==> src/hdl/tsra_pkg.sv <==
// Shared types and constants for the time slot ring accumulator.
package tsra_pkg;

   // Field widths fixed by the request and result formats.
   localparam int SLOT_W     = 6;   // slot number, enough for the largest ring
   localparam int NEURON_W   = 6;   // neuron number
   localparam int CSR_DATA_W = 7;   // widest configuration register
   localparam int ADDR_CALC_W = 12; // slot * neurons + neuron at the largest size
   localparam int OPQ_DEPTH  = 4;   // decoded operations between front and back
   localparam int RSPQ_DEPTH = 4;   // finished results waiting to be popped

   typedef enum logic [1:0] {
      CMD_WRITE = 2'd0,
      CMD_ADD   = 2'd1,
      CMD_READ  = 2'd2,
      CMD_TICK  = 2'd3
   } cmd_type;

   typedef enum logic [1:0] {
      ST_OK         = 2'd0,
      ST_BAD_NEURON = 2'd1,
      ST_BAD_OFFSET = 2'd2
   } status_type;

   typedef enum logic {
      CSR_SLOTS   = 1'b0,
      CSR_NEURONS = 1'b1
   } csr_index_type;

   typedef enum logic [2:0] {
      OP_WRITE,
      OP_ADD,
      OP_READ,
      OP_TICK,
      OP_REJECT
   } op_kind_type;

   typedef enum logic [1:0] {
      BK_CLEAR,
      BK_IDLE,
      BK_WAIT,
      BK_TICK_RD
   } back_state_type;

   typedef struct packed {
      logic [1:0]               cmd;
      logic [NEURON_W-1:0]      neuron_index;
      logic [3:0]               slot_offset;
      logic signed [31:0]       value_in;
   } req_type;

   typedef struct packed {
      logic [NEURON_W-1:0]      neuron_out;
      logic signed [31:0]       value_out;
      logic                     last_out;
      logic [1:0]               status_out;
   } rsp_type;

   // One decoded operation. For a tick, neuron holds the last neuron to drain.
   typedef struct packed {
      op_kind_type              kind;
      logic [1:0]               status;
      logic [SLOT_W-1:0]        slot;
      logic [NEURON_W-1:0]      neuron;
      logic signed [31:0]       value;
   } op_type;

endpackage

==> src/hdl/tsra_front.sv <==
// Front end: configuration registers, slot pointer and request decoding.
module tsra_front
   import tsra_pkg::*;
#(
   parameter int MAX_SLOTS   = 16,
   parameter int MAX_NEURONS = 16
) (
   input  logic                  clock,
   input  logic                  reset,
   input  logic                  csr_write_en,
   input  logic                  csr_index,
   input  logic [CSR_DATA_W-1:0] csr_wdata,
   input  logic                  req_push,
   output logic                  req_full,
   input  req_type               req_data,
   input  logic                  clear_busy,
   input  logic                  op_full,
   output logic                  op_push,
   output op_type                op_data
);

   logic [4:0]        slots_cfg_ff;
   logic [6:0]        neurons_cfg_ff;
   logic [SLOT_W-1:0] raw_ptr_ff, raw_ptr_in;
   logic [SLOT_W-1:0] cur_ff, cur_in;
   logic              reduce_ff, reduce_in;
   logic [6:0]        eff_slots, eff_neurons;
   logic [6:0]        off_sum, tick_next;
   logic              accept, idx_bad, off_bad;

   always_comb begin
      if (slots_cfg_ff == '0) begin
         eff_slots = 7'd1;
      end else if (7'(slots_cfg_ff) > 7'(MAX_SLOTS)) begin
         eff_slots = 7'(MAX_SLOTS);
      end else begin
         eff_slots = 7'(slots_cfg_ff);
      end
      if (neurons_cfg_ff == '0) begin
         eff_neurons = 7'd1;
      end else if (neurons_cfg_ff > 7'(MAX_NEURONS)) begin
         eff_neurons = 7'(MAX_NEURONS);
      end else begin
         eff_neurons = neurons_cfg_ff;
      end
   end

   assign req_full = reduce_ff || clear_busy || op_full;
   assign accept   = req_push && !req_full;
   assign op_push  = accept;

   assign idx_bad   = (7'(req_data.neuron_index) >= eff_neurons);
   assign off_bad   = (7'(req_data.slot_offset) >= eff_slots);
   assign off_sum   = 7'(cur_ff) + 7'(req_data.slot_offset);
   assign tick_next = 7'(cur_ff) + 7'd1;

   always_comb begin
      op_data.kind   = OP_REJECT;
      op_data.status = ST_OK;
      op_data.slot   = cur_ff;
      op_data.neuron = req_data.neuron_index;
      op_data.value  = req_data.value_in;
      if (req_data.cmd == CMD_TICK) begin
         op_data.kind   = OP_TICK;
         op_data.neuron = NEURON_W'(eff_neurons - 7'd1);
      end else if (idx_bad) begin
         op_data.status = ST_BAD_NEURON;
      end else if (req_data.cmd == CMD_READ) begin
         op_data.kind = OP_READ;
      end else if (off_bad) begin
         op_data.status = ST_BAD_OFFSET;
      end else begin
         op_data.kind = (req_data.cmd == CMD_ADD) ? OP_ADD : OP_WRITE;
         op_data.slot = (off_sum >= eff_slots) ? SLOT_W'(off_sum - eff_slots)
                                               : SLOT_W'(off_sum);
      end
   end

   // The working pointer is the raw pointer reduced modulo the ring size. It is
   // rebuilt by repeated subtraction after every configuration write.
   always_comb begin
      raw_ptr_in = raw_ptr_ff;
      cur_in     = cur_ff;
      reduce_in  = reduce_ff;
      if (csr_write_en) begin
         cur_in    = raw_ptr_ff;
         reduce_in = 1'b1;
      end else if (reduce_ff) begin
         if (7'(cur_ff) >= eff_slots) begin
            cur_in = SLOT_W'(7'(cur_ff) - eff_slots);
         end else begin
            reduce_in = 1'b0;
         end
      end else if (accept && (req_data.cmd == CMD_TICK)) begin
         cur_in     = (tick_next >= eff_slots) ? '0 : SLOT_W'(tick_next);
         raw_ptr_in = cur_in;
      end
   end

   always_ff @(posedge clock) begin
      if (reset) begin
         slots_cfg_ff   <= 5'd16;
         neurons_cfg_ff <= 7'd16;
         raw_ptr_ff     <= '0;
         cur_ff         <= '0;
         reduce_ff      <= 1'b0;
      end else begin
         raw_ptr_ff <= raw_ptr_in;
         cur_ff     <= cur_in;
         reduce_ff  <= reduce_in;
         if (csr_write_en) begin
            case (csr_index)
               CSR_SLOTS:   slots_cfg_ff   <= csr_wdata[4:0];
               CSR_NEURONS: neurons_cfg_ff <= csr_wdata;
               default:     slots_cfg_ff   <= slots_cfg_ff;
            endcase
         end
      end
   end

endmodule

==> config.mk <==
export PLATFORM = sky130hd
export DESIGN_NAME = tsra_front
export DESIGN_NICKNAME = d
export VERILOG_FILES = /design/src/hdl/tsra_pkg.sv /design/src/hdl/tsra_front.sv
export SDC_FILE = /design/constraint.sdc
export NUM_CORES = 1
export LEC_CHECK = 0
export BUFFER_PORTS_ARGS = -buffer_cell sky130_fd_sc_hd__buf_2
export CORE_MARGIN = 3
export CORE_UTILIZATION = 54
export CTS_CLUSTER_SIZE = 30
export DETAILED_ROUTE_END_ITERATION = 16
export HOLD_SLACK_MARGIN = 0.1
export PLACE_DENSITY_LB_ADDON = 0.05
export SLEW_MARGIN = 20
export SYNTH_ARGS = -nofsm -noshare
export SYNTH_HDL_FRONTEND = slang
export SYNTH_SLANG_ARGS = --single-unit
==> constraint.sdc <==
create_clock -name clock -period 11.52 [get_ports clock]
set_input_delay 2.304 -clock clock [delete_from_list [all_inputs] [get_ports clock]]
set_output_delay 2.304 -clock clock [all_outputs]
set_load 0.005 [all_outputs]
==> summary.md, run 1 <==
| Metric | Value |
|---|---|
| Final Max Slew Viols | 0 |
| Sink Count | 25 |
| CP required | 9.22 ns |
| Routed wire length | 6310 um |
| Register area share after synthesis | 18.4% |
| Synth area leader | dfxtp_1 |
| Synth warnings | 0 |
| WP data arrival | 5.64 ns |
| DRT Pass-1 Iters | 4 |
| Buffer count from post-CTS setup fixing | 0 |
| Sum of negative setup slack | 0 ns |
| Initial antenna violation count | 0 |
| Core area | 4790 um2 |
| Syn Nets | 441 |
| Total grt overflow | 0 |
| CP startpoint kind | primary input |
| Placed Cells | 416 |
| DR iter-0 viols | 134 |
| Starting Density | 56.9% |
| Crit Path Max Fanout | 7 |
| Critical path class | primary input to output port |
| Nets | 446 |
| Critical path cell sequence | buf_2 > ha_1 > inv_1 > fa_1 > nand2b_1 > a21o_1 > xnor2_1 > ha_1 > and2_1 > a221oi_1 > and3_1 > mux2_2 > mux2_2 > buf_2 |
| Latest clock arrival within the worst-skew pair | 0.27 ns |
| Top-count cell post-synth | nand2_1 |
| Post-CTS Resized | 0 |
| Cts hold-fix bufs | 0 |
| Clock power frac | 20.6% |
| Worst hold path type | flop to flop |
| Pleak | 1.27 nW |
| Synth area leaders | dfxtp_1, ha_1, buf_4 |
| Inserted Diodes | 0 |
| Max cap viols | 0 |
| Cell-internal power | 0.000162 W |
| CTS Buf Count | 3 |
| Non-filler cells, final | 420 |
| Status | finished clean |
| Critical path's slowest cell | a221oi_1 |
| Syn_area_per_cell | 7.80 um2 |
| Depth of the CTS H-tree | 1 |
| VDD IR max | 0.0876 mV |
| Final Cycle Share | 69.0% |
| RSZ-0062 raised after global routing | no |
| Die area | 5930 um2 |
| Sw Pwr | 0.0000936 W |
| Dpl cell area | 2720 um2 |
| Ratio of cells with drive above 1 in the final layout | 18.1% |
| Util after Layout | 57.9% |
| Die H | 77.0 um |
| PD cells | 92.3 nW/um2 |
| Fin crit period | 7.95 ns |
| Seq pwr share | 38.4% |
| ANT nets after route | 0 |
| Yosys cell types | 54 |
| CTS tree | yes |
| Part of the power in combinational logic | 41.0% |
| Synth Cell Area | 2720 um2 |
| Commonest cells in the netlist | nand2_1, buf_4, ha_1, a21oi_1, nor2_1 |
| Die Span X | 77.0 um |
| Row count | 25 |
| Layout Skew | 0.00276 ns |
| Design area | 2770 um2 |
| Async SR Flop Fraction | 0% |
| Slew @ Worst Pin | 0.917 ns |
| Port Buffers | 44 |
| CTS root buf | clkbuf_8 |
| DRC | 0 |
| Largest net degree at the start of global routing | 24 |
| Sw Ratio | 36.6% |
| Synth Instances | 349 |
| Via count | 2418 |
| Syn-to-layout area delta | 1.70% |
| GPL Wtd Cong | 0.874 |
| EDFF count, synth | 0 |
| Setup Viol. Count Final | 0 |
| FF+latch count, synth | 25 |
| Total power | 0.000256 W |
| Clock tree buffer depth | 2 |
| Main synth FF type | dfxtp_1 |
| Ports | 109 |
| WL per Instance | 15.0 um |
| Vias/cell | 5.76 |
| Final number of hold-violating endpoints | 0 |
| Global Route Usage Sum | 21.7% |
| Hpwl dp | 5050 um |
| Synth top area share | 18.4% |
| First-pass GRT wire length | 10800 um |
| Largest stage delay on the critical path | 0.44 ns |
| Slew HR | 38.4% |
| Number of global-route vias before repair | 2306 |
| CTS clk-pin slew, worst paths | 0.08 ns |
| Fill cell count | 486 |
| Crit. End Element | output port |
| Max Clock Freq | 126 MHz |
==> kinds of logic after synthesis <==
group	after synthesis	synth area share, %
adder cells (fa/ha/maj)	34	16.5
XOR/XNOR	13	4.18
multiplexers	13	5.01
other	1	0.138
buffers and inverters	69	14.7
AND/OR/NAND/NOR	109	18.8
flip-flops	25	18.4
AO/OA/AOI/OAI	85	22.3
==> worst paths after layout <==
check                                                 from                         end  slack [ns]  depth (start not counted)
worst max-delay path                          req_data[32]                 op_data[40]        3.57                         14
worst min-delay path            raw_ptr_ff[1]$_SDFFE_PP0P_  raw_ptr_ff[1]$_SDFFE_PP0P_        0.46                          2
worst max register to register      cur_ff[0]$_SDFFE_PP0P_      cur_ff[1]$_SDFFE_PP0P_        8.48                         10
worst min register to register  raw_ptr_ff[1]$_SDFFE_PP0P_  raw_ptr_ff[1]$_SDFFE_PP0P_        0.46                          2
==> power groups by stage <==
stage                     Combinational, W  Sequential, W  Clock [W]
after floorplan                  0.0000903      0.0000959          0
after global placement            0.000103      0.0000999          0
after detailed placement          0.000105       0.000100          0
after CTS                         0.000105      0.0000980  0.0000547
after global routing              0.000118      0.0000989  0.0000593
final                             0.000105      0.0000981  0.0000526
==> per-layer routing <==
| layer | vias up | share of wire, % | GRT usage [%] |
|---|---|---|---|
| li1 | 1217 | - | - |
| met1 | 1113 | 48 | 31.1 |
| met2 | 59 | 45 | 33.9 |
| met3 | 29 | 4.8 | 2.23 |
| met4 | 0 | 2.1 | 7.12 |
| met5 | - | 0 | 0 |
==> metrics by stage <==
step | setup WS, ns | hold WS, ns
3_3_place_gp | 3.66 | 0.443
6_report | 3.57 | 0.455
5_1_grt | 3.30 | 0.473
2_1_floorplan | 4.06 | 0.432
4_1_cts | 3.56 | 0.461
3_5_place_dp | 3.57 | 0.448
==> sequential cells by signal (all words and copies together) (netlist names) <==
signal          cells
neurons_cfg_ff      7
cur_ff              6
raw_ptr_ff          6
slots_cfg_ff        5
reduce_ff           1
==> final cells by class <==
class | count | area, um2 | share of cell area [%]
multi-input combinational | 255 | 1820 | 65.8
clock inverter | 1 | 7.51 | 0.271
sequential | 25 | 500 | 18.1
clock buffer | 3 | 41.3 | 1.49
timing repair buffer | 44 | 220 | 7.95
inverter | 25 | 93.8 | 3.39
tap | 67 | 83.8 | 3.03
==> placed cells by master (no fill, tap or decap), drive strengths merged, types with 3 or more instances in the layout <==
master / Yosys / routed
buf: 40 / 44
nand2: 36 / 36
ha: 31 / 31
a21oi: 28 / 28
nor2: 26 / 26
dfxtp: 25 / 25
inv: 23 / 23
nand3: 14 / 14
nor3: 11 / 11
o21ai: 9 / 9
a21o: 9 / 9
mux2i: 8 / 8
xnor2: 7 / 7
xor2: 6 / 6
o21a: 5 / 5
mux2: 5 / 5
nand2b: 4 / 4
nand4: 4 / 4
and3: 4 / 4
a31oi: 4 / 4
a211oi: 4 / 4
nor2b: 3 / 3
and2: 3 / 3
o32ai: 3 / 3
fa: 3 / 3
clkbuf: 4 / 3
o41ai: 3 / 3
==> critical path: cells and delay by family <==
kind | cells | cell delay [ns]
AOI/OAI and AO/OA | 2 | 0.62
and+or+nand+nor | 3 | 0.75
muxes | 2 | 0.63
xor gates and xnor gates | 1 | 0.12
buffers and inverters | 3 | 0.27
adders and majority gates | 3 | 0.93
(Power assumes the default switching activity.)
==> run 2, diff against run 1 <==
--- a/config.mk
+++ b/config.mk
@@ -7,7 +7,7 @@
 export LEC_CHECK = 0
 export BUFFER_PORTS_ARGS = -buffer_cell sky130_fd_sc_hd__buf_2
 export CORE_MARGIN = 3
-export CORE_UTILIZATION = 54
+export CORE_UTILIZATION = 50
 export CTS_CLUSTER_SIZE = 30
 export DETAILED_ROUTE_END_ITERATION = 16
 export HOLD_SLACK_MARGIN = 0.1
==> constraint.sdc (replaced) <==
create_clock -name clock -period 7.9 [get_ports clock]
set_input_delay 1.58 -clock clock [delete_from_list [all_inputs] [get_ports clock]]
set_output_delay 1.58 -clock clock [all_outputs]
set_load 0.005 [all_outputs]
==> run 2 against run 1 <==
Final area up 0.14%. Cell count up 0.71%. Non-clock buffer count unchanged. Clock power up 48%. Clock-buffer cell count unchanged. Flip-flop and latch count unchanged. Wire length up 1.7%. Power up 46%. Critical path depth unchanged. Combinational power up 46%. Highest routed layer unchanged.
==> summary.md, run 2 (synthesis results as in run 1) <==
| Metric | Value |
|---|---|
| Post-CTS Resized | 0 (unchanged) |
| Worst hold endpoint | neurons_cfg_ff[5]$_SDFFE_PP0P_ (was raw_ptr_ff[1]$_SDFFE_PP0P_) |
| Initial antenna violation count | 0 (unchanged) |
| Dpl ws | 1.40 ns (was 3.57 ns) |
| Multi-input logic area | 1820 um2 (unchanged) |
| DR iter-0 viols | 111 (was 134) |
| CTS tree | yes (unchanged) |
| Latest clock arrival within the worst-skew pair | 0.27 ns (about the same) |
| Setup Viol. Count Final | 0 (unchanged) |
| Fill cell count | 515 (was 486) |
| Min Hold Slack | 0.456 ns (was 0.455 ns) |
| Syn-to-layout area delta | 1.84% (was 1.70%) |
| Cts hold-fix bufs | 0 (unchanged) |
| PD cells | 135 nW/um2 (was 92.3 nW/um2) |
| DR WL met3 | 201 um (was 300 um) |
| GPL Wtd Cong | 0.854 (was 0.874) |
| Reg-to-reg endpoint | cur_ff[1]$_SDFFE_PP0P_ (unchanged) |
| ANT nets after route | 0 (unchanged) |
| FF+latch area | 500 um2 (unchanged) |
| Critical path cell sequence | buf_2 > ha_1 > inv_1 > fa_1 > nand2b_1 > a21o_1 > xnor2_1 > ha_1 > and2_1 > a221oi_1 > and3_1 > mux2_2 > mux2_2 > buf_2 (unchanged) |
| Ratio of cells with drive above 1 in the final layout | 18.1% (unchanged) |
| Hold depth | 2 (unchanged) |
| Critical path class | primary input to output port (unchanged) |
| Biggest regs | neurons_cfg_ff (7), cur_ff (6), raw_ptr_ff (6) (unchanged) |
| WL per Instance | 15.2 um (was 15.0 um) |
| Die area | 6370 um2 (was 5930 um2) |
| CTS root buf | clkbuf_8 (unchanged) |
| Hpwl dp | 5100 um (was 5050 um) |
| Sink Count | 25 (unchanged) |
| First-pass GRT wire length | 10400 um (was 10800 um) |
| VDD IR max | 0.138 mV (was 0.0876 mV) |
| Pleak | 1.27 nW (unchanged) |
| Ports | 109 (unchanged) |
| M1 WL | 3160 um (was 3030 um) |
| Worst hold path type | flop to flop (unchanged) |
| Hold_sp | neurons_cfg_ff[5]$_SDFFE_PP0P_ (was raw_ptr_ff[1]$_SDFFE_PP0P_) |
| Final Cycle Share | 82.4% |
| Slew @ Worst Pin | 0.947 ns (was 0.917 ns) |
| Starting Density | 52.6% (was 56.9%) |
| Max FFs per register | 7 (unchanged) |
| Critical path's slowest cell | and3_1 (was a221oi_1) |
| Status | finished clean (unchanged) |
| Non-filler cells, final | 423 (was 420) |
| Row count | 26 (was 25) |
| WP data arrival | 4.93 ns (was 5.64 ns) |
| DRT Pass-1 Iters | 4 (unchanged) |
| Max Used Layer | met4 (unchanged) |
| Path depth of the worst reg2reg path | 10 (unchanged) |
| RSZ-0062 raised after global routing | no (unchanged) |
| Placed Cells | 419 (was 416) |
| Vias/cell | 5.64 (was 5.76) |
| Flop2flop setup slack | 4.85 ns (was 8.48 ns) |
| Die H | 79.8 um (was 77.0 um) |
| Commonest non-fill, non-tap cell in the layout | buf_2 (unchanged) |
| Buffer count from post-CTS setup fixing | 0 (unchanged) |
| Biggest register | neurons_cfg_ff (unchanged) |
| Port Buffers | 44 (unchanged) |
| Depth of the CTS H-tree | 1 (unchanged) |
| Commonest non-fill, non-tap cells in the layout | buf_2, nand2_1, ha_1, a21oi_1, nor2_1 (unchanged) |
| CTS clk-pin slew, worst paths | 0.09 ns (was 0.08 ns) |
| Max cap viols | 0 (unchanged) |
| Largest net degree at the start of global routing | 24 (unchanged) |
| Via count | 2387 (was 2418) |
| Layout Skew | 0.00401 ns (was 0.00276 ns) |
| Crit. End Element | output port (unchanged) |
| Routed wire length | 6420 um (was 6310 um) |
| Sum of negative setup slack | 0 ns (unchanged) |
| Slew HR | 36.4% (was 38.4%) |
| CP required | 6.32 ns (was 9.22 ns) |
| DRC | 0 (unchanged) |
| Die Span X | 79.8 um (was 77.0 um) |
| Number of global-route vias before repair | 2171 (was 2306) |
| Crit Path Max Fanout | 7 (unchanged) |
| WL met2 | 2980 um (was 2840 um) |
| CP startpoint kind | primary input (unchanged) |
| Final number of hold-violating endpoints | 0 (unchanged) |
| Fin crit period | 6.51 ns |
| FF-to-FF Start | cur_ff[0]$_SDFFE_PP0P_ (unchanged) |
| Core area | 5170 um2 (was 4790 um2) |
| Clock tree buffer depth | 2 (unchanged) |
| Final Max Slew Viols | 0 (unchanged) |
| Inserted Diodes | 0 (unchanged) |
| Max Clock Freq | 154 MHz |
| CTS Buf Count | 3 (unchanged) |
| Global Route Usage Sum | 20.1% (was 21.7%) |
| Nets | 446 (unchanged) |
| Setup WS post-layout | 1.39 ns (was 3.57 ns) |
| Total grt overflow | 0 (unchanged) |
| Largest stage delay on the critical path | 0.43 ns (was 0.44 ns) |
## run 2: cell counts in the layout (fill, tap and decap cells not counted)
Identical to the previous run, type by type.
## run 2: area by class of cell
| cell class | instances | area share (%) |
|---|---|---|
| clock buffer | 3 | 1.49 |
| inverter | 25 | 3.38 |
| multi-input combinational | 255 | 65.7 |
| timing repair buffer | 44 | 7.94 |
| tap | 70 | 3.16 |
| sequential | 25 | 18.1 |
| clock inverter | 1 | 0.271 |
## run 2: per-stage QoR
| stage | power (W) | cell area (um2) | util (%) |
|---|---|---|---|
| 2_1_floorplan | 0.000272 | 2720 | - |
| 3_5_place_dp | 0.000299 | 2720 | 52.7 |
| 5_1_grt | 0.000400 | 2770 | 53.6 |
| 3_3_place_gp | 0.000297 | 2720 | 52.7 |
| 4_1_cts | 0.000376 | 2770 | 53.6 |
| 6_report | 0.000374 | 2770 | 53.6 |
## run 2: how the worst max path moves through the flow
stage,to,depth (start not counted),slack [ns],start
2_1_floorplan,op_data[40],13,1.88,req_data[32]
3_3_place_gp,op_data[40],14,1.48,req_data[32]
3_5_place_dp,op_data[40],14,1.40,req_data[32]
4_1_cts,op_data[40],14,1.40,req_data[32]
5_1_grt,op_data[40],14,1.18,req_data[32]
6_report,op_data[40],14,1.39,req_data[32]
## run 2: per-layer routing
metal	GRT usage (%)	up-vias
met3	1.69	14
met1	28.7	1111
met2	32.1	54
met5	0	-
li1	-	1208
met4	5.74	0
## run 2: worst max-delay path, delay by kind of cell
kind | cells | cell delay (ns)
AO/OA/AOI/OAI | 2 | 0.60
XOR/XNOR | 1 | 0.12
adder cells (fa/ha/maj) | 3 | 0.93
buffers and inverters | 3 | 0.29
multiplexers | 2 | 0.63
AND/OR/NAND/NOR | 3 | 0.77
## run 2: power breakdown
part | total [W] | internal (W) | switching, W
Combinational | 0.000153 | 0.0000687 | 0.0000844
Sequential | 0.000143 | 0.000132 | 0.0000113
Clock | 0.0000779 | 0.0000357 | 0.0000422
