--- src/hdl/tsra_fifo.sv ---
// Small first-in first-out queue used between the stages.
module tsra_fifo #(
   parameter int WIDTH = 8,
   parameter int DEPTH = 4
) (
   input  logic             clock,
   input  logic             reset,
   input  logic             push,
   input  logic [WIDTH-1:0] push_data,
   output logic             full,
   input  logic             pop,
   output logic [WIDTH-1:0] pop_data,
   output logic             empty
);

   localparam int PW = $clog2(DEPTH);
   localparam int CW = $clog2(DEPTH + 1);

   logic [WIDTH-1:0] mem [DEPTH];
   logic [PW-1:0]    wr_ptr_ff, wr_ptr_in;
   logic [PW-1:0]    rd_ptr_ff, rd_ptr_in;
   logic [CW-1:0]    count_ff, count_in;
   logic             do_push, do_pop;

   assign full     = (count_ff == CW'(DEPTH));
   assign empty    = (count_ff == '0);
   assign pop_data = mem[rd_ptr_ff];
   assign do_push  = push && !full;
   assign do_pop   = pop && !empty;

   always_comb begin
      wr_ptr_in = wr_ptr_ff;
      rd_ptr_in = rd_ptr_ff;
      count_in  = count_ff;
      if (do_push) begin
         wr_ptr_in = (wr_ptr_ff == PW'(DEPTH - 1)) ? '0 : wr_ptr_ff + 1'b1;
      end
      if (do_pop) begin
         rd_ptr_in = (rd_ptr_ff == PW'(DEPTH - 1)) ? '0 : rd_ptr_ff + 1'b1;
      end
      if (do_push && !do_pop) begin
         count_in = count_ff + 1'b1;
      end else if (do_pop && !do_push) begin
         count_in = count_ff - 1'b1;
      end
   end

   always_ff @(posedge clock) begin
      if (reset) begin
         wr_ptr_ff <= '0;
         rd_ptr_ff <= '0;
         count_ff  <= '0;
      end else begin
         wr_ptr_ff <= wr_ptr_in;
         rd_ptr_ff <= rd_ptr_in;
         count_ff  <= count_in;
      end
   end

   always_ff @(posedge clock) begin
      if (do_push) begin
         mem[wr_ptr_ff] <= push_data;
      end
   end

endmodule

--- config.mk ---
export PLATFORM = sky130hd
export DESIGN_NAME = tsra_fifo
export DESIGN_NICKNAME = d
export VERILOG_FILES = /design/src/hdl/tsra_fifo.sv
export SDC_FILE = /design/constraint.sdc
export NUM_CORES = 1
export LEC_CHECK = 0
export BUFFER_PORTS_ARGS = -buffer_cell sky130_fd_sc_hd__buf_4
export CAP_MARGIN = 10
export CORE_ASPECT_RATIO = 1.4
export CORE_MARGIN = 3
export CORE_UTILIZATION = 52
export CTS_CLUSTER_SIZE = 10
export DETAILED_ROUTE_END_ITERATION = 7
export GPL_TIMING_DRIVEN = 1
export MAX_ROUTING_LAYER = met4
export PLACE_DENSITY_LB_ADDON = 0.25
export SYNTH_ARGS = -nofsm -noshare
export SYNTH_HDL_FRONTEND = slang
export SYNTH_SLANG_ARGS = --single-unit
--- constraint.sdc ---
create_clock -name clock -period 5.9 [get_ports clock]
set_clock_uncertainty 0.2 [all_clocks]
set_input_delay 0.295 -clock clock [delete_from_list [all_inputs] [get_ports clock]]
set_output_delay 0.295 -clock clock [all_outputs]
set_load 0.01 [all_outputs]
==> results.md, run 1 <==
* Wire length of the first global-routing pass at 3850 um
* Count of cell instances traversed by the critical path at 9
* Area growth from synthesis to layout at 17.26%
* Tightest Pin Transition at 0.5441 ns
* Sink count of the clock tree at 41
* Worst slew margin relative to its limit at 0.6367
* Longest Clk Path Bufs at 2
* Filler cell count in the final layout at 219
* Worst ir drop on vdd at 0.3349 mV
* Row Count at 23
* Sequential cell area fraction in the yosys report at 0.6935
* Class of the tightest hold or removal check: input port to register
* Final number of setup-violating endpoints at 0
* Number of storage elements in the synthesis netlist at 41
* Root buffer cell: clkbuf_8
* Largest net degree at the start of global routing at 13
* Antenna violations before repair at 0
* Cells on worst reg2reg path at 9
* Worst Path Class, Setup: register to register
* Final Routed Wirelength at 2298 um
* Cell-by-cell listing of the critical path: or3b_1 -> clkinv_4 -> nor2_2 -> ha_1 -> inv_1 -> fa_1 -> xor2_1 -> or3_2 -> a21oi_1
* Total number of nets in the final design at 135
* Ranking of synthesized cells by instance count: edfxtp_1, dfxtp_1, mux4_2, ha_1
* Area of the mapped netlist at 0.001645 mm2
* Drt drc at 0
* Post-CTS Repair Setup Buffers at 0
* Critical Path Source Type: register
* Area fraction of the dominant cell type after synthesis at 0.5840
* Initial Util at 0.5605
* GP Congestion at 0.7202
* Netlist cell types at 26
* Hold buffer count at CTS at 0
* Area of the placeable core at 0.002935 mm2
* N_diodes at 0
* Reg2reg setup slack at 3.33 ns
* Post-synthesis cell count at 92
* Top cells by area in the synthesized netlist: edfxtp_1, dfxtp_1, mux4_2, ha_1, and3_2
* Post-Layout Inst Area at 0.001929 mm2
* Total die area at 0.003885 mm2
* Height of the chip at 72.56 um
* Cell class contributing the biggest share of worst-path delay: simple AND/OR/NAND/NOR gates
* Data required, critical path at 5.91 ns
* Async SR Flop Fraction at 0
* Post-DP HPWL at 1682 um
* Leakage power at 0.7174 nW
* Total global routing track utilization at 0.1466
* Synthesized area divided by synthesized cell count at 17.88 um2
* Setup Total Neg Slack at 0 ns
* Number of synthesis warnings at 0
* Unrepaired setup endpoints after global routing: no
* Slowest library cell on the worst path: dfxtp_1
* Final critical-path required period at 2.575 ns
* CP Max Fanout at 7
* Clock edge transition at the registers on the reported setup and hold paths at 0.07 ns
* Antenna violation net count after detailed routing at 0
* Worst path buffer plus inverter count at 2
* Slowest Stage Delay on Critical Path at 0.45 ns
* Total number of H-tree levels at 2
* Cells on Worst Hold Path at 1
* Power Dens Cells at 407.7 mW/mm2
* GRT overflow at 0
* Post-synth EDFFs at 32
* Total area of sequential cells at 0.001141 mm2
* Max-slew violation count at 0
* Share of final-layout standard cells stronger than drive strength 1 at 0.3879
* Number of global-route vias before repair at 866
* Drt initial violations at 17
* Flip-flop cell with the highest count after synthesis: edfxtp_1
* Arrival time of the worst setup path at 2.59 ns
* Share of the clock period used by the worst path after layout at 0.4364
* Clk_lat worst skew at 0.27 ns
* Quantity of I/O buffers inserted on ports at 21
* Clock tree from TritonCTS: done
* Per-cell routed wire length at 15.02 um
* Max-capacitance violation count at 0
* Number of nets produced by synthesis at 111
* Via total after detailed routing at 823
* Cell type with the largest total area after synthesis: edfxtp_1
* Total of cells resized after clock tree synthesis at 0
* Footprint of the multi-input gates at 456.7 um2
* Most repeated cell in the gate-level netlist after synthesis: edfxtp_1
* Area after detailed placement at 0.001826 mm2
* TritonRoute pass-1 iters at 4
* Via/cell ratio at 5.379
* Endpoint type of the worst setup path: register
* Ports placed on the boundary at 22
* Count of endpoints failing hold in the final timing report at 0
* Status: complete, no violations
* FMAX at 388.4 MHz
* Die Span X at 53.54 um
* CTS buffer count at 5
[worst register-to-register path, stage by stage, from the launching register on]
cell and delay (ns):
dfxtp_1 0.45, or3b_1 0.30, clkinv_4 0.09, nor2_2 0.13, ha_1 0.21, inv_1 0.06, fa_1 0.38, xor2_1 0.16
or3_2 0.40, a21oi_1 0.14
[kinds of logic (layout without fill, tap and decap cells)]
group	count (synthesis)	count (layout)	share of synthesized area
flip-flops	41	41	0.6935
adder cells (fa/ha/maj)	7	7	0.05779
AO/OA/AOI/OAI	7	7	0.03041
multiplexers	10	10	0.1217
AND/OR/NAND/NOR	16	16	0.05704
XOR/XNOR	2	2	0.01065
buffers and inverters	9	33	0.02889
[area by class of cell]
cell class / count / share of cell area
timing repair buffer: 21 / 0.08171
tap: 37 / 0.02399
clock buffer: 5 / 0.03567
inverter: 5 / 0.01232
sequential: 41 / 0.5914
clock inverter: 2 / 0.01816
multi-input combinational: 42 / 0.2367
[report_power, final]
group / internal, mW / leakage [nW] / switching [mW]
clock: 0.123 / 0.0540 / 0.0793
sequential: 0.352 / 0.367 / 0.0350
combinational: 0.111 / 0.296 / 0.0862
total: 0.586 / 0.717 / 0.201
[cells in the final DEF, fill, tap and decap left out, types with 2 or more instances in the layout]
| master | count |
|---|---|
| inv_1 | 4 |
| dfxtp_1 | 9 |
| nand3_1 | 2 |
| ha_1 | 6 |
| nor2_1 | 3 |
| clkbuf_8 | 5 |
| buf_4 | 21 |
| and3_2 | 4 |
| nor3_1 | 2 |
| edfxtp_1 | 32 |
| mux2i_1 | 2 |
| o31ai_2 | 2 |
| xor2_1 | 2 |
| a21oi_1 | 3 |
| mux4_2 | 8 |
[metrics by stage]
| step | power, mW | utilization | setup WS (ns) | cells | hold WS, ns |
|---|---|---|---|---|---|
| floorplan | 0.5208 | - | 3.526 | 92 | 0.1939 |
| global placement | 0.5850 | 0.6219 | 3.433 | 146 | 0.2799 |
| detailed placement | 0.5934 | 0.6219 | 3.335 | 146 | 0.2947 |
| CTS | 0.7982 | 0.6573 | 3.315 | 153 | 0.004762 |
| global route | 0.8311 | 0.6573 | 3.169 | 153 | 0.001535 |
| finish | 0.7865 | 0.6573 | 3.325 | 153 | 0.01580 |
[path summary, 6_finish.rpt]
| check | end | start |
|---|---|---|
| max | count_ff[2] | count_ff[0] |
| min | mem[2][7] | push_data[7] |
| max reg2reg | count_ff[2] | count_ff[0] |
| min reg2reg | rd_ptr_ff[0] | rd_ptr_ff[0] |
[state kept, by name, summed over array words and instances, names as in the netlist, named ones only]
| name | count |
|---|---|
| count_ff | 3 |
| mem | 32 |
| rd_ptr_ff | 2 |
| wr_ptr_ff | 2 |
[layer usage]
metal	global-route usage	vias to the layer above	share of wire
met1	0.1631	403	0.38
met4	0.05114	0	0.015
li1	-	396	-
met2	0.2456	19	0.56
met3	0.04312	5	0.044
met5	-	-	0
No activity file was read; power rests on OpenSTA's default activity.
==> run 2: changes to the inputs <==
- CORE_UTILIZATION: 52 -> 50
- clock period: 5.9 -> 2.1 ns (I/O delays scaled with it)
==> results.md, run 2 (synthesis gave the netlist of run 1 again) <==
* Leakage power at 0.8197 nW (was 0.7174 nW)
* Worst slew margin relative to its limit at 0.7318 (was 0.6367)
* Max-capacitance violation count at 0 (unchanged)
* Total global routing track utilization at 0.1737 (was 0.1466)
* Final setup slack of the worst path at -0.02456 ns (was 3.325 ns)
* Total number of nets in the final design at 155 (was 135)
* Data required, critical path at 2.11 ns (was 5.91 ns)
* Row Count at 24 (was 23)
* Status: finished with violations (was complete, no violations)
* Setup Total Neg Slack at -0.02456 ns (was 0 ns)
* Cells on worst reg2reg path at 9 (unchanged)
* Clock tree from TritonCTS: done (unchanged)
* Count of endpoints failing hold in the final timing report at 0 (unchanged)
* Final Routed Wirelength at 2751 um (was 2298 um)
* Die Span X at 54.48 um (was 53.54 um)
* Register bank with the most flops: mem (unchanged)
* Final number of setup-violating endpoints at 1 (was 0)
* Quantity of I/O buffers inserted on ports at 21 (unchanged)
* Arrival time of the worst setup path at 2.14 ns (was 2.59 ns)
* Wire length of the first global-routing pass at 4588 um (was 3850 um)
* Clk_lat worst skew at 0.28 ns (was 0.27 ns)
* Drt initial violations at 25 (was 17)
* Per-cell routed wire length at 15.63 um (was 15.02 um)
* Endpoint type of the worst setup path: register (unchanged)
* Initial Util at 0.5268 (was 0.5605)
* Antenna violation net count after detailed routing at 0 (unchanged)
* Area of the placeable core at 0.003123 mm2 (was 0.002935 mm2)
* Final critical-path required period at 2.125 ns (was 2.575 ns)
* Worst ir drop on vdd at 0.8344 mV (was 0.3349 mV)
* Reg-to-reg critical path startpoint: count_ff[2] (was count_ff[0])
* Reg2Reg Capture Point: count_ff[2] (unchanged)
* Largest net degree at the start of global routing at 13 (unchanged)
* Longest Clk Path Bufs at 2 (unchanged)
* Worst Path Class, Setup: register to register (unchanged)
* Share of the clock period used by the worst path after layout at 1.012 (was 0.4364)
* Power Dens Cells at 1130 mW/mm2 (was 407.7 mW/mm2)
* GP Congestion at 0.7711 (was 0.7202)
* Via total after detailed routing at 916 (was 823)
* Clock edge transition at the registers on the reported setup and hold paths at 0.07 ns (about the same)
* Cells on Worst Hold Path at 5 (was 1)
* Drt drc at 0 (unchanged)
* Largest register FFs at 32 (unchanged)
* Hold path endpoint: rd_ptr_ff[0] (was mem[2][7])
* GRT overflow at 0 (unchanged)
* Failing checks: setup timing
* Share of final-layout standard cells stronger than drive strength 1 at 0.4599 (was 0.3879)
* Hold Worst Slack at 0.1346 ns (was 0.01580 ns)
* N_diodes at 0 (unchanged)
* Hold Startpoint: pop (was push_data[7])
* Total area of sequential cells at 0.001150 mm2 (was 0.001141 mm2)
* Area growth from synthesis to layout at 31.71% (was 17.26%)
* FMAX at 470.7 MHz (was 388.4 MHz)
* Cell Count Post-Placement at 157 (was 146)
* Antenna violations before repair at 0 (unchanged)
* Largest registers: mem (32), count_ff (3) (unchanged)
* Footprint of the multi-input gates at 495.5 um2 (was 456.7 um2)
* Total number of H-tree levels at 2 (unchanged)
* Max-slew violation count at 0 (unchanged)
* CTS buffer count at 5 (unchanged)
* Tightest Pin Transition at 0.4017 ns (was 0.5441 ns)
* Class of the tightest hold or removal check: input port to register (unchanged)
* Critical Path Source Type: register (unchanged)
* Filler cell count in the final layout at 225 (was 219)
* Highest-count cells in the layout ignoring fill and taps: edfxtp_1, buf_4, dlygate4sd3_1, mux4_2 (was edfxtp_1, buf_4, dfxtp_1, mux4_2, ha_1)
* Reg2reg setup slack at -0.02 ns (was 3.33 ns)
* Root buffer cell: clkbuf_8 (unchanged)
* CP Max Fanout at 2 (was 7)
* Height of the chip at 73.88 um (was 72.56 um)
* Via/cell ratio at 5.205 (was 5.379)
* Ports placed on the boundary at 22 (unchanged)
* Power, Total at 2.450 mW (was 0.7865 mW)
* Unrepaired setup endpoints after global routing: yes (was no)
* Number of global-route vias before repair at 1001 (was 866)
* Total die area at 0.004025 mm2 (was 0.003885 mm2)
* Final standard cell count with taps included and fillers excluded at 176 (was 153)
* Most common cell after layout, fill and taps aside: edfxtp_1 (unchanged)
* Post-DP HPWL at 1904 um (was 1682 um)
* TritonRoute pass-1 iters at 4 (unchanged)
* Sink count of the clock tree at 41 (unchanged)
## run 2: cell count changes in the layout (fill, tap and decap cells not counted), sizes merged
cell,before,now
clkinv,2,1
clkbuf,5,7
buf,21,31
dlygate4sd3,0,10
## run 2: metrics by stage
stage,worst slack [ns],area [um2],utilization
after floorplan,-0.1010,1668,-
after global placement,-0.02925,1918,0.6142
after detailed placement,-0.1231,1918,0.6142
after CTS,-0.01284,2167,0.6939
after global routing,-0.09692,2167,0.6939
final,-0.02456,2167,0.6939
## run 2: timing repair
item | 4_1_cts | 5_1_grt
resized for setup | 4 | 0
setup endpoints to repair | 1 | 1
pin swaps | 5 | 0
gates cloned | 0 | 0
hold buffers | 10 | 0
endpoints found under the hold margin | 41 | 0
setup buffers | 1 | 0
## run 2: how the worst max path moves through the flow
stage | start | endpoint | slack [ns] | depth (start not counted)
finish | count_ff[2] | count_ff[2] | -0.02 | 9
CTS | count_ff[2] | count_ff[2] | -0.01 | 9
global route | count_ff[2] | count_ff[2] | -0.1 | 9
floorplan | count_ff[2] | count_ff[2] | -0.10 | 10
global placement | count_ff[2] | count_ff[2] | -0.03 | 9
detailed placement | count_ff[2] | count_ff[2] | -0.12 | 9
## run 2: routing by layer
metal  up-vias  global-route usage  routed length, um
li1        437                   -                  -
met1       450              0.1789               1081
met2        27              0.2969               1541
met3         2             0.05274                104
met4         0             0.07202                 24
met5         -                   -                  0
## run 2: layout make-up
class	count	area share
clock buffers	7	0.03984
clock inverters	1	0.01386
inverters	5	0.01097
multi-input cells	42	0.2286
flip-flops and latches	41	0.5306
well taps	39	0.02252
repair buffers	41	0.1536
## run 2: power by group
part,internal (mW),leakage [nW],switching [mW]
combinational,0.428,0.392,0.332
sequential,0.999,0.369,0.0622
clock,0.387,0.0585,0.242
total,1.81,0.820,0.636
## run 2: critical path, stage by stage (launching register included)
cell and delay (ns):
dfxtp_2 0.32, or3b_4 0.25, clkinv_4 0.05, nor2_4 0.11
ha_4 0.15, inv_2 0.03, fa_2 0.32, xor2_1 0.15
or3_4 0.33, a21oi_2 0.14
==> run 3: changes to the inputs <==
- ABC_AREA: default -> 1
- CORE_UTILIZATION: 50 -> 41
==> results.md, run 3 <==
* Total number of H-tree levels at 2 (unchanged)
* Area fraction of the dominant cell type after synthesis at 0.5664 (was 0.5840)
* GRT overflow at 0 (unchanged)
* Clk_lat worst skew at 0.29 ns (was 0.28 ns)
* Final number of setup-violating endpoints at 0 (was 1)
* Internal power at 1.637 mW (was 1.814 mW)
* CP Max Fanout at 4 (was 2)
* Routing usage on met1 at 0.1624 (was 0.1789)
* Power, Total at 2.495 mW (was 2.450 mW)
* Post-synthesis cell count at 147 (was 92)
* Height of the chip at 82.12 um (was 73.88 um)
* Quantity of I/O buffers inserted on ports at 21 (unchanged)
* Switching part of the total power at 0.3439 (was 0.2596)
* Number of synthesis warnings at 0 (unchanged)
* Area after detailed placement at 0.001931 mm2 (was 0.001918 mm2)
* Antenna violation net count after detailed routing at 0 (unchanged)
* Longest Clk Path Bufs at 2 (unchanged)
* Post-Layout Inst Area at 0.002150 mm2 (was 0.002167 mm2)
* Area of the placeable core at 0.003953 mm2 (was 0.003123 mm2)
* Share of final-layout standard cells stronger than drive strength 1 at 0.2461 (was 0.4599)
* Sw power at 0.8580 mW (was 0.6358 mW)
* Leakage power at 0.8729 nW (was 0.8197 nW)
* FMAX at 513.3 MHz (was 470.7 MHz)
* Via/cell ratio at 5.056 (was 5.205)
* Netlist cell types at 19 (was 26)
* Unrepaired setup endpoints after global routing: no (was yes)
* Total die area at 0.004957 mm2 (was 0.004025 mm2)
* Met3 GRT Util at 0.04510 (was 0.05274)
* Arrival time of the worst setup path at 1.93 ns (was 2.14 ns)
* Worst slew margin relative to its limit at 0.7624 (was 0.7318)
* Status: complete, no violations (was finished with violations)
* Share of the clock period used by the worst path after layout at 0.9277 (was 1.012)
* Number of nets produced by synthesis at 166 (was 111)
* GP Congestion at 0.7483 (was 0.7711)
* Number of storage elements in the synthesis netlist at 41 (unchanged)
* Largest registers: mem (32), count_ff (3) (unchanged)
* Post-DP HPWL at 2272 um (was 1904 um)
* Final Routed Wirelength at 3223 um (was 2751 um)
* CTS buffer count at 5 (unchanged)
* Cell type with the largest total area after synthesis: edfxtp_1 (unchanged)
* TritonRoute pass-1 iters at 4 (unchanged)
* Async SR Flop Fraction at 0 (unchanged)
* Flip-flop cell with the highest count after synthesis: edfxtp_1 (unchanged)
* N_diodes at 0 (unchanged)
* Post-synth EDFFs at 32 (unchanged)
* Setup Total Neg Slack at 0 ns (was -0.02456 ns)
* Wire length of the first global-routing pass at 5347 um (was 4588 um)
* Antenna violations before repair at 0 (unchanged)
* Data required, critical path at 2.08 ns (was 2.11 ns)
* Clock edge transition at the registers on the reported setup and hold paths at 0.07 ns (about the same)
* Number of global-route vias before repair at 1170 (was 1001)
* Clock tree from TritonCTS: done (unchanged)
* Via total after detailed routing at 1183 (was 916)
* Drt drc at 0 (unchanged)
* Worst Path Class, Setup: register to register (unchanged)
* Seq pwr share at 0.447 (was 0.433)
* Comb pwr share at 0.357 (was 0.310)
* Total number of nets in the final design at 209 (was 155)
* Final core utilization at 0.5438 (was 0.6939)
* Highest-count cells in the layout ignoring fill and taps: nor2_1, edfxtp_1, buf_4, inv_1, o21ai_0 (was edfxtp_1, buf_4, dlygate4sd3_1, mux4_2)
* Most used routing layer: met2 (unchanged)
* Power Dens Cells at 1161 mW/mm2 (was 1130 mW/mm2)
* Most repeated cell in the gate-level netlist after synthesis: nor2_1 (was edfxtp_1)
* Initial Util at 0.4292 (was 0.5268)
* Synthesized area divided by synthesized cell count at 11.54 um2 (was 17.88 um2)
* Per-cell routed wire length at 13.77 um (was 15.63 um)
* Top cells by area in the synthesized netlist: edfxtp_1, dfxtp_1, nor2_1, ha_1, o21ai_0 (was edfxtp_1, dfxtp_1, mux4_2, ha_1, and3_2)
* Total global routing track utilization at 0.1555 (was 0.1737)
* Sink count of the clock tree at 41 (unchanged)
* Final setup slack of the worst path at 0.1518 ns (was -0.02456 ns)
* Largest register FFs at 32 (unchanged)
* Post-CTS Repair Setup Buffers at 0 (was 1)
* Area of the mapped netlist at 0.001697 mm2 (was 0.001645 mm2)
* Count of endpoints failing hold in the final timing report at 0 (unchanged)
* Area growth from synthesis to layout at 26.70% (was 31.71%)
* Row Count at 27 (was 24)
* Register bank with the most flops: mem (unchanged)
* Drt initial violations at 35 (was 25)
* Largest net degree at the start of global routing at 17 (was 13)
* Minimum setup slack after placement at 0.01393 ns (was -0.1231 ns)
* Tightest Pin Transition at 0.3560 ns (was 0.4017 ns)
* Ranking of synthesized cells by instance count: nor2_1, edfxtp_1, inv_1, nand2_1, o21ai_0 (was edfxtp_1, dfxtp_1, mux4_2, ha_1)
* Clock share of power at 0.197 (was 0.257)
* Critical Path Source Type: register (unchanged)
* Met2 capacity usage during global routing at 0.2619 (was 0.2969)
* Root buffer cell: clkbuf_8 (unchanged)
* Endpoint type of the worst setup path: register (unchanged)
* Class of the tightest hold or removal check: input port to register (unchanged)
* Die Span X at 60.37 um (was 54.48 um)
* Ports placed on the boundary at 22 (unchanged)
* Max-capacitance violation count at 0 (unchanged)
* Max-slew violation count at 0 (unchanged)
* Final critical-path required period at 1.948 ns (was 2.125 ns)
* Sequential cell area fraction in the yosys report at 0.6726 (was 0.6935)
* Worst ir drop on vdd at 0.6739 mV (was 0.8344 mV)
==> run 3: changes by cell type after synthesis, sizes merged, moves of 2 or more <==
cell,delta
nor2,+29
o21ai,+15
inv,+14
nand2,+13
mux4,-8
o22ai,+8
and3,-4
mux2i,-2
nand3b,+2
nor3,-2
o31ai,-2
or3,-2
==> run 3: routing by layer <==
layer | vias up | part of all wire
met1 | 558 | 0.40
met4 | 0 | 0.028
met5 | - | 0
li1 | 586 | -
met2 | 30 | 0.52
met3 | 9 | 0.043
==> run 3: final timing paths <==
check | start | to | slack (ns) | cells past startpoint
worst max-delay path | count_ff[0] | count_ff[1] | 0.15 | 9
worst max register to register | count_ff[0] | count_ff[1] | 0.15 | 9
worst min register to register | wr_ptr_ff[1] | wr_ptr_ff[1] | 0.34 | 2
worst min-delay path | reset | count_ff[0] | 0.33 | 3
==> run 3: what timing repair did <==
action                                 in CTS  in global routing
hold buffers                               11                  0
pin swaps                                   0                  1
resized for setup                           1                  9
setup endpoints to repair                   1                  2
cloned                                      0                  0
endpoints found under the hold margin      41                  0
==> run 3: stage by stage <==
stage	cells	hold slack [ns]
3_3_place_gp	215	0.08046
5_1_grt	234	0.3323
6_report	234	0.3281
2_1_floorplan	147	-0.02262
4_1_cts	234	0.3291
3_5_place_dp	215	0.08549
==> run 3: layout make-up <==
cell class,instances,area [um2]
clock buffer,5,68.82
tap,43,53.80
sequential,41,1146
multi-input combinational,86,483.0
timing repair buffer,38,312.8
inverter,18,67.56
fill,348,1803
clock inverter,3,17.52
==> run 3: cell families (layout without fill, tap and decap cells) <==
logic type      after synthesis  after routing  synth area share
fa+ha+maj                     7              7           0.05605
compound gates               27             27           0.09218
simple gates                 51             51            0.1209
xor+xnor                      1              1          0.005163
buf+inv                      20             64           0.05309
flops                        41             41            0.6726
==> run 3: critical path: stages, from the launching register on <==
cell	delay [ns]
dfxtp_4	0.37
nor2_4	0.13
nand2_2	0.10
nand2_2	0.08
inv_1	0.05
ha_2	0.18
inv_1	0.08
fa_1	0.44
o21ai_1	0.17
nor2_1	0.05
==> run 3: power by group through the flow <==
stage | clock (mW) | sequential, mW | combinational (mW)
4_1_cts | 0.503 | 1.10 | 0.874
6_report | 0.490 | 1.11 | 0.891
2_1_floorplan | 0 | 1.09 | 0.527
5_1_grt | 0.542 | 1.13 | 1.01
3_3_place_gp | 0 | 1.11 | 0.807
3_5_place_dp | 0 | 1.12 | 0.850
